## config.mk

```make
export PLATFORM = sky130hd
export DESIGN_NAME = phase_current_clarke_scaler
export DESIGN_NICKNAME = d
export VERILOG_FILES = /design/src/rtl/ccs_pkg.sv /design/src/rtl/ccs_mul.sv /design/src/rtl/ccs_isqrt.sv /design/src/rtl/phase_current_clarke_scaler.sv
export VERILOG_INCLUDE_DIRS = /design/src /design/src/rtl
export SDC_FILE = /design/constraint.sdc
export NUM_CORES = 2
export LEC_CHECK = 0
export BUFFER_PORTS_ARGS = -buffer_cell sky130_fd_sc_hd__buf_2
export CORE_MARGIN = 1.5
export CORE_UTILIZATION = 30
export DETAILED_ROUTE_END_ITERATION = 7
export SETUP_SLACK_MARGIN = 0.05
export SLEW_MARGIN = 15
export SYNTH_ARGS = -nofsm -noshare
export SYNTH_HDL_FRONTEND = slang
export SYNTH_SLANG_ARGS = --single-unit
```

## constraint.sdc

```tcl
create_clock -name clk -period 15.95 [get_ports clk]
set_input_delay 0.7975 -clock clk [delete_from_list [all_inputs] [get_ports clk]]
set_output_delay 0.7975 -clock clk [all_outputs]
set_load 0.03 [all_outputs]
```

## src/rtl/phase_current_clarke_scaler_defines.svh

```systemverilog
// assertion helpers for the scaler rtl
`ifndef PHASE_CURRENT_CLARKE_SCALER_DEFINES_SVH
`define PHASE_CURRENT_CLARKE_SCALER_DEFINES_SVH

// same-cycle implication, disabled while in reset
`define CCS_ASSERT_IMP(name, clk, rst_n, ante, cons) \
  name: assert property (@(posedge clk) disable iff (!rst_n) (ante) |-> (cons)) \
    else $error("ccs check failed");

// next-cycle implication, disabled while in reset
`define CCS_ASSERT_NXT(name, clk, rst_n, ante, cons) \
  name: assert property (@(posedge clk) disable iff (!rst_n) (ante) |=> (cons)) \
    else $error("ccs check failed");

`endif

```

## src/rtl/ccs_pkg.sv

```systemverilog
`default_nettype none

package ccs_pkg;

  // default converter resolution
  localparam int ADC_BITS_DEF = 12;

  // field and datapath widths
  localparam int F_W       = 24;
  localparam int VGAIN_W   = 20;
  localparam int MUL_A_W   = 26;
  localparam int MUL_B_W   = 24;
  localparam int PROD_W    = MUL_A_W + MUL_B_W;
  localparam int SQ_W      = 48;
  localparam int ROOT_W    = 24;
  localparam int REM_W     = ROOT_W + 2;
  localparam int ISQ_CNT_W = $clog2(ROOT_W);

  // configuration port
  localparam int CFG_IDX_W  = 2;
  localparam int CFG_DATA_W = 24;

  // q16 constants: 1/sqrt3 and 1/sqrt2
  localparam int INV_SQRT3_Q16 = 37837;
  localparam int INV_SQRT2_Q16 = 46341;

  // register reset values
  localparam logic signed [F_W-1:0] CURRENT_GAIN_RST = -24'sd1334;
  localparam logic [VGAIN_W-1:0]    VOLTAGE_GAIN_RST = 20'd15524;

  typedef enum logic [CFG_IDX_W-1:0] {
    REG_CURRENT_GAIN = 2'd0,
    REG_OFFSET_U     = 2'd1,
    REG_OFFSET_V     = 2'd2,
    REG_VOLTAGE_GAIN = 2'd3
  } cfg_reg_t;

  typedef enum logic [3:0] {
    S_IDLE,
    S_MUL_U,
    S_MUL_V,
    S_MUL_DC,
    S_PHASE_C,
    S_MUL_BETA,
    S_MUL_A2,
    S_MUL_B2,
    S_SUM,
    S_SQRT,
    S_MUL_RMS,
    S_RMS,
    S_DONE
  } state_t;

  // square root unit status
  typedef struct packed {
    logic busy;
    logic done;
  } isq_stat_t;

  // floor((v + 2^(s-1)) / 2^s)
  function automatic logic signed [PROD_W-1:0] rnd_shift(
    input logic signed [PROD_W-1:0] v,
    input int unsigned s
  );
    logic signed [PROD_W-1:0] t;
    t = v + (PROD_W'(1) << (s - 1));
    return t >>> s;
  endfunction

  // clamp to the signed 24-bit range
  function automatic logic signed [F_W-1:0] sat_s24(input logic signed [PROD_W-1:0] v);
    logic hi_pos;
    logic hi_neg;
    hi_pos = !v[PROD_W-1] && (|v[PROD_W-2:F_W-1]);
    hi_neg = v[PROD_W-1] && !(&v[PROD_W-2:F_W-1]);
    if (hi_pos) begin
      return {1'b0, {(F_W-1){1'b1}}};
    end else if (hi_neg) begin
      return {1'b1, {(F_W-1){1'b0}}};
    end else begin
      return v[F_W-1:0];
    end
  endfunction

endpackage

`default_nettype wire

```

## src/rtl/ccs_mul.sv

```systemverilog
`default_nettype none

// shared signed multiplier with a registered product
module ccs_mul (
  input  wire logic                                  clk,
  input  wire logic signed [ccs_pkg::MUL_A_W-1:0]    op_a,
  input  wire logic signed [ccs_pkg::MUL_B_W-1:0]    op_b,
  output logic signed      [ccs_pkg::PROD_W-1:0]     prod_r
);

  logic signed [ccs_pkg::PROD_W-1:0] prod_nxt;

  // full-width signed product
  assign prod_nxt = ccs_pkg::PROD_W'(op_a) * ccs_pkg::PROD_W'(op_b);

  always_ff @(posedge clk) begin
    prod_r <= prod_nxt;
  end

endmodule

`default_nettype wire

```

## src/rtl/ccs_isqrt.sv

```systemverilog
`default_nettype none

// integer square root, one result bit per cycle
module ccs_isqrt (
  input  wire logic                           clk,
  input  wire logic                           rst_n,
  input  wire logic                           start,
  input  wire logic [ccs_pkg::SQ_W-1:0]       radicand,
  output ccs_pkg::isq_stat_t                  stat,
  output logic      [ccs_pkg::ROOT_W-1:0]     root_r
);

  localparam logic [ccs_pkg::ISQ_CNT_W-1:0] LAST = ccs_pkg::ISQ_CNT_W'(ccs_pkg::ROOT_W - 1);

  logic [ccs_pkg::ISQ_CNT_W-1:0] cnt_r;
  logic                          busy_r;
  logic                          done_r;
  logic [ccs_pkg::SQ_W-1:0]      rad_r;
  logic [ccs_pkg::REM_W-1:0]     rem_r;
  logic [ccs_pkg::REM_W-1:0]     rem_nxt;
  logic [ccs_pkg::ROOT_W-1:0]    root_nxt;
  logic [ccs_pkg::REM_W+1:0]     rem_sh;
  logic [ccs_pkg::REM_W+1:0]     trial;

  // bring down two radicand bits and try the next root bit
  always_comb begin
    rem_sh = {rem_r, rad_r[ccs_pkg::SQ_W-1 -: 2]};
    trial  = {2'b00, root_r, 2'b01};
    if (rem_sh >= trial) begin
      rem_nxt  = ccs_pkg::REM_W'(rem_sh - trial);
      root_nxt = {root_r[ccs_pkg::ROOT_W-2:0], 1'b1};
    end else begin
      rem_nxt  = rem_sh[ccs_pkg::REM_W-1:0];
      root_nxt = {root_r[ccs_pkg::ROOT_W-2:0], 1'b0};
    end
  end

  // step counter and status
  always_ff @(posedge clk) begin
    if (!rst_n) begin
      busy_r <= 1'b0;
      done_r <= 1'b0;
      cnt_r  <= '0;
    end else begin
      done_r <= 1'b0;
      if (start) begin
        busy_r <= 1'b1;
        cnt_r  <= '0;
      end else if (busy_r) begin
        cnt_r <= cnt_r + 1'b1;
        if (cnt_r == LAST) begin
          busy_r <= 1'b0;
          done_r <= 1'b1;
        end
      end
    end
  end

  // working registers
  always_ff @(posedge clk) begin
    if (start) begin
      rad_r  <= radicand;
      rem_r  <= '0;
      root_r <= '0;
    end else if (busy_r) begin
      rad_r  <= rad_r << 2;
      rem_r  <= rem_nxt;
      root_r <= root_nxt;
    end
  end

  assign stat.busy = busy_r;
  assign stat.done = done_r;

endmodule

`default_nettype wire

```

## src/rtl/phase_current_clarke_scaler.sv

```systemverilog
// Phase current Clarke scaler.
// Input channel (in_valid / in_ready): one beat carries the phase U, phase V
// and DC link ADC codes of one PWM period. Result channel (out_valid /
// out_ready): one beat per input beat with the scaled phase currents, the
// alpha / beta components, vector magnitude and rms, DC link volts and the
// DC link peak. Configuration (cfg_we / cfg_index / cfg_wdata) writes gains
// and offsets; write only while no beat is in flight.
// The block takes no new input beat until the sequencer has finished the
// last one. The sequencer runs one shared multiplier seven times in sequence
// plus a 24-step square root unit that produces one root bit per cycle.
// in_ready is high only while the sequencer is idle. The finished beat sits
// in an output register, so the next input beat is taken while the receiver
// stalls; a second finished beat waits in the sequencer until the first is
// taken.
// Reset: synchronous, active low. It clears the sequencer, drops out_valid,
// restores default gains and offsets and clears the DC link peak.
`default_nettype none

`include "phase_current_clarke_scaler_defines.svh"

module phase_current_clarke_scaler #(
  parameter int ADC_BITS = ccs_pkg::ADC_BITS_DEF
) (
  input  wire logic                                 clk,
  input  wire logic                                 rst_n,
  // configuration
  input  wire logic                                 cfg_we,
  input  wire logic [ccs_pkg::CFG_IDX_W-1:0]        cfg_index,
  input  wire logic [ccs_pkg::CFG_DATA_W-1:0]       cfg_wdata,
  // input beat
  input  wire logic                                 in_valid,
  output logic                                      in_ready,
  input  wire logic [ADC_BITS-1:0]                  in_code_u,
  input  wire logic [ADC_BITS-1:0]                  in_code_v,
  input  wire logic [ADC_BITS-1:0]                  in_code_dc,
  // result beat
  output logic                                      out_valid,
  input  wire logic                                 out_ready,
  output logic signed [ccs_pkg::F_W-1:0]            out_current_a,
  output logic signed [ccs_pkg::F_W-1:0]            out_current_b,
  output logic signed [ccs_pkg::F_W-1:0]            out_current_c,
  output logic signed [ccs_pkg::F_W-1:0]            out_alpha,
  output logic signed [ccs_pkg::F_W-1:0]            out_beta,
  output logic        [ccs_pkg::F_W-1:0]            out_magnitude,
  output logic        [ccs_pkg::F_W-1:0]            out_magnitude_rms,
  output logic        [ccs_pkg::F_W-1:0]            out_dc_volts,
  output logic        [ccs_pkg::F_W-1:0]            out_dc_peak
);

  localparam int FW = ccs_pkg::F_W;
  localparam int PW = ccs_pkg::PROD_W;
  localparam logic signed [ADC_BITS:0] MID_S = (ADC_BITS + 1)'((1 << (ADC_BITS - 1)) - 1);

  // configuration registers
  logic signed [FW-1:0]               gain_r;
  logic signed [FW-1:0]               off_u_r;
  logic signed [FW-1:0]               off_v_r;
  logic [ccs_pkg::VGAIN_W-1:0]        vgain_r;

  // sequencer
  ccs_pkg::state_t                    state_r;
  ccs_pkg::state_t                    state_nxt;
  logic                               out_valid_r;
  logic                               out_valid_nxt;
  logic                               load_out;
  logic                               sq_start;

  // working registers
  logic [ADC_BITS-1:0]                code_u_r;
  logic [ADC_BITS-1:0]                code_v_r;
  logic [ADC_BITS-1:0]                code_dc_r;
  logic signed [FW-1:0]               a_r;
  logic signed [FW-1:0]               b_r;
  logic signed [FW-1:0]               c_r;
  logic signed [FW-1:0]               beta_r;
  logic [FW-1:0]                      volts_r;
  logic [FW-1:0]                      peak_r;
  logic [ccs_pkg::SQ_W-1:0]           sq_r;
  logic [FW-1:0]                      mag_r;
  logic [FW-1:0]                      rms_r;

  // output registers
  logic signed [FW-1:0]               o_a_r;
  logic signed [FW-1:0]               o_b_r;
  logic signed [FW-1:0]               o_c_r;
  logic signed [FW-1:0]               o_beta_r;
  logic [FW-1:0]                      o_mag_r;
  logic [FW-1:0]                      o_rms_r;
  logic [FW-1:0]                      o_volts_r;
  logic [FW-1:0]                      o_peak_r;

  // shared multiplier and root unit
  logic signed [ccs_pkg::MUL_A_W-1:0] mul_a;
  logic signed [ccs_pkg::MUL_B_W-1:0] mul_b;
  logic signed [PW-1:0]               prod_r;
  ccs_pkg::isq_stat_t                 isq_stat;
  logic [ccs_pkg::ROOT_W-1:0]         root;

  // datapath helpers
  logic signed [ADC_BITS:0]           diff_u;
  logic signed [ADC_BITS:0]           diff_v;
  logic signed [FW:0]                 b_minus_c;
  logic signed [FW+1:0]               neg_ab;
  logic signed [PW-1:0]               rnd8;
  logic signed [PW-1:0]               rnd16;
  logic signed [PW-1:0]               phase_u;
  logic signed [PW-1:0]               phase_v;
  logic [FW-1:0]                      volts_sat;
  logic [ccs_pkg::SQ_W-1:0]           radicand;

  assign diff_u    = $signed({1'b0, code_u_r}) - MID_S;
  assign diff_v    = $signed({1'b0, code_v_r}) - MID_S;
  assign b_minus_c = (FW + 1)'(b_r) - (FW + 1)'(c_r);
  assign neg_ab    = -((FW + 2)'(a_r) + (FW + 2)'(b_r));
  assign rnd8      = ccs_pkg::rnd_shift(prod_r, 8);
  assign rnd16     = ccs_pkg::rnd_shift(prod_r, 16);
  assign phase_u   = rnd8 - PW'(off_u_r);
  assign phase_v   = rnd8 - PW'(off_v_r);
  assign volts_sat = (|rnd8[PW-1:FW]) ? '1 : rnd8[FW-1:0];
  assign radicand  = sq_r + prod_r[ccs_pkg::SQ_W-1:0];

  // configuration writes
  always_ff @(posedge clk) begin
    if (!rst_n) begin
      gain_r  <= ccs_pkg::CURRENT_GAIN_RST;
      off_u_r <= '0;
      off_v_r <= '0;
      vgain_r <= ccs_pkg::VOLTAGE_GAIN_RST;
    end else if (cfg_we) begin
      case (ccs_pkg::cfg_reg_t'(cfg_index))
        ccs_pkg::REG_CURRENT_GAIN: gain_r  <= cfg_wdata[FW-1:0];
        ccs_pkg::REG_OFFSET_U:     off_u_r <= cfg_wdata[FW-1:0];
        ccs_pkg::REG_OFFSET_V:     off_v_r <= cfg_wdata[FW-1:0];
        ccs_pkg::REG_VOLTAGE_GAIN: vgain_r <= cfg_wdata[ccs_pkg::VGAIN_W-1:0];
        default: ;
      endcase
    end
  end

  // multiplier operand select
  always_comb begin
    mul_a = '0;
    mul_b = '0;
    case (state_r)
      ccs_pkg::S_MUL_U: begin
        mul_a = ccs_pkg::MUL_A_W'(diff_u);
        mul_b = gain_r;
      end
      ccs_pkg::S_MUL_V: begin
        mul_a = ccs_pkg::MUL_A_W'(diff_v);
        mul_b = gain_r;
      end
      ccs_pkg::S_MUL_DC: begin
        mul_a = ccs_pkg::MUL_A_W'(code_dc_r);
        mul_b = ccs_pkg::MUL_B_W'(vgain_r);
      end
      ccs_pkg::S_MUL_BETA: begin
        mul_a = ccs_pkg::MUL_A_W'(b_minus_c);
        mul_b = ccs_pkg::MUL_B_W'(ccs_pkg::INV_SQRT3_Q16);
      end
      ccs_pkg::S_MUL_A2: begin
        mul_a = ccs_pkg::MUL_A_W'(a_r);
        mul_b = a_r;
      end
      ccs_pkg::S_MUL_B2: begin
        mul_a = ccs_pkg::MUL_A_W'(beta_r);
        mul_b = beta_r;
      end
      ccs_pkg::S_MUL_RMS: begin
        mul_a = ccs_pkg::MUL_A_W'(mag_r);
        mul_b = ccs_pkg::MUL_B_W'(ccs_pkg::INV_SQRT2_Q16);
      end
      default: ;
    endcase
  end

  ccs_mul u_mul (
    .clk    (clk),
    .op_a   (mul_a),
    .op_b   (mul_b),
    .prod_r (prod_r)
  );

  ccs_isqrt u_isqrt (
    .clk      (clk),
    .rst_n    (rst_n),
    .start    (sq_start),
    .radicand (radicand),
    .stat     (isq_stat),
    .root_r   (root)
  );

  // sequencer next state and outputs
  always_comb begin
    state_nxt     = state_r;
    in_ready      = 1'b0;
    sq_start      = 1'b0;
    load_out      = 1'b0;
    out_valid_nxt = out_valid_r && !out_ready;
    case (state_r)
      ccs_pkg::S_IDLE: begin
        in_ready = 1'b1;
        if (in_valid) begin
          state_nxt = ccs_pkg::S_MUL_U;
        end
      end
      ccs_pkg::S_MUL_U:    state_nxt = ccs_pkg::S_MUL_V;
      ccs_pkg::S_MUL_V:    state_nxt = ccs_pkg::S_MUL_DC;
      ccs_pkg::S_MUL_DC:   state_nxt = ccs_pkg::S_PHASE_C;
      ccs_pkg::S_PHASE_C:  state_nxt = ccs_pkg::S_MUL_BETA;
      ccs_pkg::S_MUL_BETA: state_nxt = ccs_pkg::S_MUL_A2;
      ccs_pkg::S_MUL_A2:   state_nxt = ccs_pkg::S_MUL_B2;
      ccs_pkg::S_MUL_B2:   state_nxt = ccs_pkg::S_SUM;
      ccs_pkg::S_SUM: begin
        sq_start  = 1'b1;
        state_nxt = ccs_pkg::S_SQRT;
      end
      ccs_pkg::S_SQRT: begin
        if (isq_stat.done) begin
          state_nxt = ccs_pkg::S_MUL_RMS;
        end
      end
      ccs_pkg::S_MUL_RMS:  state_nxt = ccs_pkg::S_RMS;
      ccs_pkg::S_RMS:      state_nxt = ccs_pkg::S_DONE;
      ccs_pkg::S_DONE: begin
        if (!out_valid_r || out_ready) begin
          load_out      = 1'b1;
          out_valid_nxt = 1'b1;
          state_nxt     = ccs_pkg::S_IDLE;
        end
      end
      default: state_nxt = ccs_pkg::S_IDLE;
    endcase
  end

  always_ff @(posedge clk) begin
    if (!rst_n) begin
      state_r     <= ccs_pkg::S_IDLE;
      out_valid_r <= 1'b0;
    end else begin
      state_r     <= state_nxt;
      out_valid_r <= out_valid_nxt;
    end
  end

  // running dc link peak
  always_ff @(posedge clk) begin
    if (!rst_n) begin
      peak_r <= '0;
    end else if (state_r == ccs_pkg::S_MUL_BETA && volts_r > peak_r) begin
      peak_r <= volts_r;
    end
  end

  // working registers, each written in its own step
  always_ff @(posedge clk) begin
    case (state_r)
      ccs_pkg::S_IDLE: begin
        if (in_valid) begin
          code_u_r  <= in_code_u;
          code_v_r  <= in_code_v;
          code_dc_r <= in_code_dc;
        end
      end
      ccs_pkg::S_MUL_V:   a_r     <= ccs_pkg::sat_s24(phase_u);
      ccs_pkg::S_MUL_DC:  b_r     <= ccs_pkg::sat_s24(phase_v);
      ccs_pkg::S_PHASE_C: begin
        c_r     <= ccs_pkg::sat_s24(PW'(neg_ab));
        volts_r <= volts_sat;
      end
      ccs_pkg::S_MUL_A2:  beta_r  <= ccs_pkg::sat_s24(rnd16);
      ccs_pkg::S_MUL_B2:  sq_r    <= prod_r[ccs_pkg::SQ_W-1:0];
      ccs_pkg::S_SQRT: begin
        if (isq_stat.done) begin
          mag_r <= root;
        end
      end
      ccs_pkg::S_RMS:     rms_r   <= rnd16[FW-1:0];
      default: ;
    endcase
  end

  // output register, frees the sequencer for the next beat
  always_ff @(posedge clk) begin
    if (load_out) begin
      o_a_r     <= a_r;
      o_b_r     <= b_r;
      o_c_r     <= c_r;
      o_beta_r  <= beta_r;
      o_mag_r   <= mag_r;
      o_rms_r   <= rms_r;
      o_volts_r <= volts_r;
      o_peak_r  <= peak_r;
    end
  end

  assign out_valid         = out_valid_r;
  assign out_current_a     = o_a_r;
  assign out_current_b     = o_b_r;
  assign out_current_c     = o_c_r;
  assign out_alpha         = o_a_r;
  assign out_beta          = o_beta_r;
  assign out_magnitude     = o_mag_r;
  assign out_magnitude_rms = o_rms_r;
  assign out_dc_volts      = o_volts_r;
  assign out_dc_peak       = o_peak_r;

  // checks
  `CCS_ASSERT_NXT(a_busy_after_accept, clk, rst_n, in_valid && in_ready, !in_ready)
  `CCS_ASSERT_NXT(a_peak_monotonic, clk, rst_n, 1'b1, peak_r >= $past(peak_r))
  `CCS_ASSERT_IMP(a_peak_covers_volts, clk, rst_n, out_valid, out_dc_peak >= out_dc_volts)
  `CCS_ASSERT_IMP(a_rms_below_mag, clk, rst_n, out_valid, out_magnitude_rms <= out_magnitude)
  `CCS_ASSERT_IMP(a_root_in_sqrt, clk, rst_n, isq_stat.done, state_r == ccs_pkg::S_SQRT)

endmodule

`default_nettype wire

```

## After elaboration in Yosys (flattened, before gate mapping)

Cells that the tools add are included.

- Register bits: 720
- Output and inout bits: 218
- Word-level logic and storage cells: 136

- Add/sub/neg operators: 12
- Multiply operators: 1
- $lt $le $gt $ge: 2
- Equality and inequality tests: 19
- Multiplexer cells: 24
- Bitwise operators: 2
- Reduce and logical (&&, ||, !) cells: 43

Operators with widths:

| operator | count |
|---|---|
| case mux 26 bit (7 select lines) | 1 |
| case mux 24 bit (6 select lines) | 1 |
| 2-to-1 mux 24 bit | 4 |
| 2-to-1 mux 48 bit | 2 |
| subtractor 42 x 24 -> 43 bit | 2 |
| case mux 4 bit (13 select lines) | 1 |
| AND reduction 26 bit | 2 |
| OR reduction 26 bit | 2 |
| adder 50 x 17 -> 50 bit (second input constant) | 1 |
| adder 50 x 9 -> 50 bit (second input constant) | 1 |
| multiplier 26 x 24 -> 50 bit | 1 |
| adder 48 bit | 1 |
| >= comparator 28 x 26 -> 1 bit | 1 |
| 2-to-1 mux 26 bit | 1 |
| negation 25 -> 26 bit | 1 |
| subtractor 12 x 11 -> 13 bit (second input constant) | 2 |
| subtractor 26 bit | 1 |
| adder 24 x 24 -> 25 bit | 1 |
| subtractor 24 x 24 -> 25 bit | 1 |
| > comparator 24 bit | 1 |
| equality test 4 bit (second input constant) | 5 |
| OR reduction 18 bit | 1 |
| equality test 4 x 3 -> 1 bit (second input constant) | 4 |
| 2-to-1 mux 4 bit | 3 |
| other kinds (22) | 62 |

## Longest topological paths before layout

- Depth after elaboration: 6
- Gate-level depth with buffers: 41

## Modules after synthesis

From an unflattened synthesis, not the netlist that was laid out.

- Cells, all modules: 6513
- Area total of the unflattened synthesis: 63059.2 um^2

Modules (own cells, without submodules):

| module | instances | cells an instance | area each (um^2) | seq. area each (um^2) |
|---|---|---|---|---|
| phase_current_clarke_scaler | 1 | 3342 | 33184.3 | 15755.1 |
| ccs_mul | 1 | 2623 | 24125.6 | 1001.0 |
| ccs_isqrt | 1 | 548 | 5749.3 | 2582.5 |

## Worst setup path after synthesis

No wires, ideal clock.

- Kind: input -> register
- Start point: input port out_ready
- End point: register o_a_r[0] (netlist: out_alpha[0]), enable pin
- Library setup time: 1.018 ns
- Arrival: 14.696 ns
- Data required time: 14.932 ns
- Slack: 0.237 ns
- Stages on the path: 2
- Cell sequence: nand2b_1 nor3b_1

- Word-level cells in the longest chain between the ends: 3

Ends and longest elaborated chain:

| what | line | source |
|---|---|---|
| start, declared | phase_current_clarke_scaler.sv:38 | `input wire logic out_ready,` |
| logical OR 1 bit | phase_current_clarke_scaler.sv:226 | `if (!out_valid_r \|\| out_ready) begin` |
| 2-to-1 mux 1 bit | phase_current_clarke_scaler.sv:226 |  |
| 2-to-1 mux 1 bit | phase_current_clarke_scaler.sv:200 | `case (state_r)` |
| via load_out | phase_current_clarke_scaler.sv:65 | `logic load_out;` |
| end signal, assigned | phase_current_clarke_scaler.sv:286 | `o_a_r <= a_r;` |
| end, declared | phase_current_clarke_scaler.sv:83 | `logic signed [FW-1:0] o_a_r;` |

The timed path passes the listed nets, and every way through them passes these cells.
A chain may end at the register's enable or synchronous reset.

## Worst setup path in the final report

- Start point: register b_r[0]
- End point: register u_mul.prod_r[49] (netlist name)

- Word-level cells in the longest chain between the ends: 3

Ends and longest elaborated chain:

| what | line | source |
|---|---|---|
| start, declared | phase_current_clarke_scaler.sv:73 | `logic signed [FW-1:0] b_r;` |
| start signal, assigned | phase_current_clarke_scaler.sv:266 | `ccs_pkg::S_MUL_DC: b_r <= ccs_pkg::sat_s24(phase_v);` |
| subtractor 24 x 24 -> 25 bit | phase_current_clarke_scaler.sv:113 | `assign b_minus_c = (FW + 1)'(b_r) - (FW + 1)'(c_r);` |
| case mux 26 bit (7 select lines) | phase_current_clarke_scaler.sv:144 | `case (state_r)` |
| multiplier 26 x 24 -> 50 bit | ccs_mul.sv:14 | `assign prod_nxt = ccs_pkg::PROD_W'(op_a) * ccs_pkg::PROD_W'(op_b);` |
| via u_mul.prod_nxt, one bit | ccs_mul.sv:11 | `logic signed [ccs_pkg::PROD_W-1:0] prod_nxt;` |
| end signal, assigned | ccs_mul.sv:17 | `prod_r <= prod_nxt;` |
| end, declared | ccs_mul.sv:8 | `output logic signed [ccs_pkg::PROD_W-1:0] prod_r` |

The timed path passes the listed nets, and every way through them passes these cells.

==> out/qor.yml <==
run_status:
  status: "finished with violations"
  violations: "DRC"
logic_synthesis:
  synthFlopType: "edfxtp_1"
  synth_seq_cells: 720
  syn_inst: 6389
  synthDominantCellAreaShare: 0.241
  yosys.cell_types.count: 90
  synth_edf_count: 492
  yosysWarnings: 0
  synthArstFlopShare: 0
  avgSynthCellArea_um2: 9.58
  synth_area_um2: 61200
  seq_area_frac_synth: 0.316
  yosysTopAreaCell: "edfxtp_1"
  ys_top_cells_by_area: "edfxtp_1 (24%), fa_1 (21%), ha_1 (8.1%), dfxtp_1 (7.5%), inv_1 (5.9%)"
  syn-num-nets: 7492
pwr:
  intPower_mw: 6.57
  combPwrFrac: 0.655
  p_leak_nw: 29.7
  vdd_drop_max_mv: 0.183
  p_switching_mw: 6.47
  seqPwrFrac: 0.192
  clock_power_share: 0.153
  p_sw_frac: 0.496
  power_density_nw_per_um2: 191
route:
  drt-total-wl_mm: 214
  vias_per_cell: 5.12
  drt_iter0_markers: 4007
  wire_per_inst_um: 22.9
  vias: 47753
  drt_pass1_iterations: 8
  ant_nets: 0
  drc_errors: 2
global_routing:
  grtUsageTotal: 0.203
  grt_max_degree: 102
  antenna_found_initial: 32
  grt_pass1_wl_mm: 309
  overflow: 0
  grt_pass1_vias: 47004
die:
  dieWidth_um: 455
  core_um2: 203000
  dieArea_um2: 207000
  io_pins: 285
  initial_core_util: 0.302
  die_h_um: 455
  row_count: 165
clocking:
  cts_htree_levels: 3
  postCtsHoldBufs: 0
  ctsRootBufferMaster: "clkbuf_16"
  cts_sinks: 720
  cts_setup_buffers: 0
  path_clk_slew_ns: 0.07
  cts_buffers: 80
  insertion_delay_ns: 0.73
  cts.repair.resized: 0
  cts_tree: "yes"
  clockBufferDepth: 3
setup_path:
  crit_top_cell: "fa_1"
  end_kind: "flop"
  criticalPathCategory: "reg -> reg"
  crit_start: "b_r[0]"
  max_stage_delay_ns: 0.78
  worst_r2r_path_depth: 36
  critPathSlowestCell: "fa_1"
  cp_data_required_time_ns: 16.53
  arrival_ns: 12.20
  crit_path_start_kind: "flop"
  reg2reg_from: "b_r[0]"
  crit_fanout: 22
sta:
  fmax_ghz: 0.0861
  fin_hold_ws_ns: 0.257
  slew_headroom: 0.176
  rsz0062_at_grt: "false"
  fin_worst_skew_ns: 0.0514
  setup_tns_ns: 0
  period_needed_ns: 11.62
  finalHoldViolCount: 0
  layout_worst_path_cycle_share: 0.728
  setup_viol: 0
  finalMaxSlewViolations: 0
  worstMarginPinSlew_ns: 1.23
min_path:
  min_from: "in_code_v[0]"
  worstHoldPathCells: 1
  min_path_type: "in -> reg"
placed_design:
  io_buffers: 284
  place_hpwl_mm: 172
  gp_congestion: 0.959
finish:
  multi_input_area_um2: 37300
  final_cell_mix: "inv_1 (970), nand2_1 (827), fa_1 (641)"
  layout_commonest_cell: "inv_1"
  finish.net_count: 7657
  n_fill_cell: 20664
  seq_area_um2: 19300
  area_growth_pct: 11.8
  final_layout_size_suffix_gt1_frac: 0.0838
flow_run:
  maxCapViolations: 0
-- routing by layer --
| metal | global-route usage | wire (um) | share of wire |
|---|---|---|---|
| met2 | 0.336 | 101000 | 0.47 |
| met4 | 0.118 | 14000 | 0.066 |
| met5 | 0 | 39 | 0.00018 |
| met1 | 0.251 | 84500 | 0.40 |
| met3 | 0.0288 | 14500 | 0.068 |
-- worst paths after layout --
path	end	slack (ns)
min reg2reg	out_magnitude_rms[4]	0.41
max reg2reg	u_mul.prod_r[49]	4.33
max	u_mul.prod_r[49]	4.33
min	code_v_r[0]	0.26
-- Yosys cell counts (all sizes together), types with 134 or more instances --
library cell  instances
inv                 970
nand2               830
fa                  641
edfxtp              492
nor2                428
ha                  395
a21oi               272
o21ai               262
dfxtp               228
clkbuf              223
xnor2               170
xor2                139
a21o                134
-- worst max-delay path: cells and delay by family (launching register included) --
kind / cells / cell delay (ns)
buffers and inverters: 6 / 0.58
AOI/OAI and AO/OA: 17 / 5.40
adders and majority gates: 10 / 4.58
and+or+nand+nor: 2 / 0.44
xor gates and xnor gates: 1 / 0.09
DFF: 1 / 0.38
-- cells by family (layout without fill, tap and decap cells) --
| group | Yosys count | in the layout | share of synthesized area |
|---|---|---|---|
| other | 0 | 27 | 0 |
| xor gates and xnor gates | 309 | 309 | 0.0442 |
| AOI/OAI and AO/OA | 1128 | 1128 | 0.120 |
| adders and majority gates | 1036 | 1036 | 0.290 |
| DFF | 720 | 720 | 0.316 |
| buffers and inverters | 1241 | 1471 | 0.0780 |
| muxes | 84 | 84 | 0.0138 |
| and+or+nand+nor | 1871 | 1871 | 0.138 |
-- sequential cells by signal (all words and copies together), names as in the netlist, 26 cells and up --
name and cells:
sq_r 48, u_isqrt.rad_r 48, u_isqrt.rem_r 26, u_mul.prod_r 50
-- cell type report --
cell class,instances,area share
Inverter,971,0.0532
Tap cell,2672,0.0488
Sequential cell,720,0.283
Multi-Input combinational cell,4428,0.545
Timing Repair Buffer,353,0.0284
Clock buffer,104,0.0327
Antenna cell,27,0.000987
Clock inverter,43,0.00846
-- power by group through the flow --
stage / registers, mW / clock network, mW / logic (mW)
floorplan: 2.39 / 0 / 6.00
global placement: 2.54 / 0 / 8.40
detailed placement: 2.54 / 0 / 8.49
CTS: 2.50 / 2.03 / 8.55
global route: 2.52 / 2.10 / 9.41
finish: 2.51 / 2.00 / 8.54
-- through the flow --
step	std cells	setup WS, ns	cell area (um2)	util	total power, mW
finish	9318	4.33	68500	0.338	13.0
global route	9308	3.74	68400	0.338	14.0
CTS	9291	4.49	68400	0.338	13.1
detailed placement	9144	4.53	65600	0.324	11.0
global placement	9144	4.76	65600	0.324	10.9
floorplan	6389	0.237	61200	-	8.39
(Power assumes the default switching activity.)
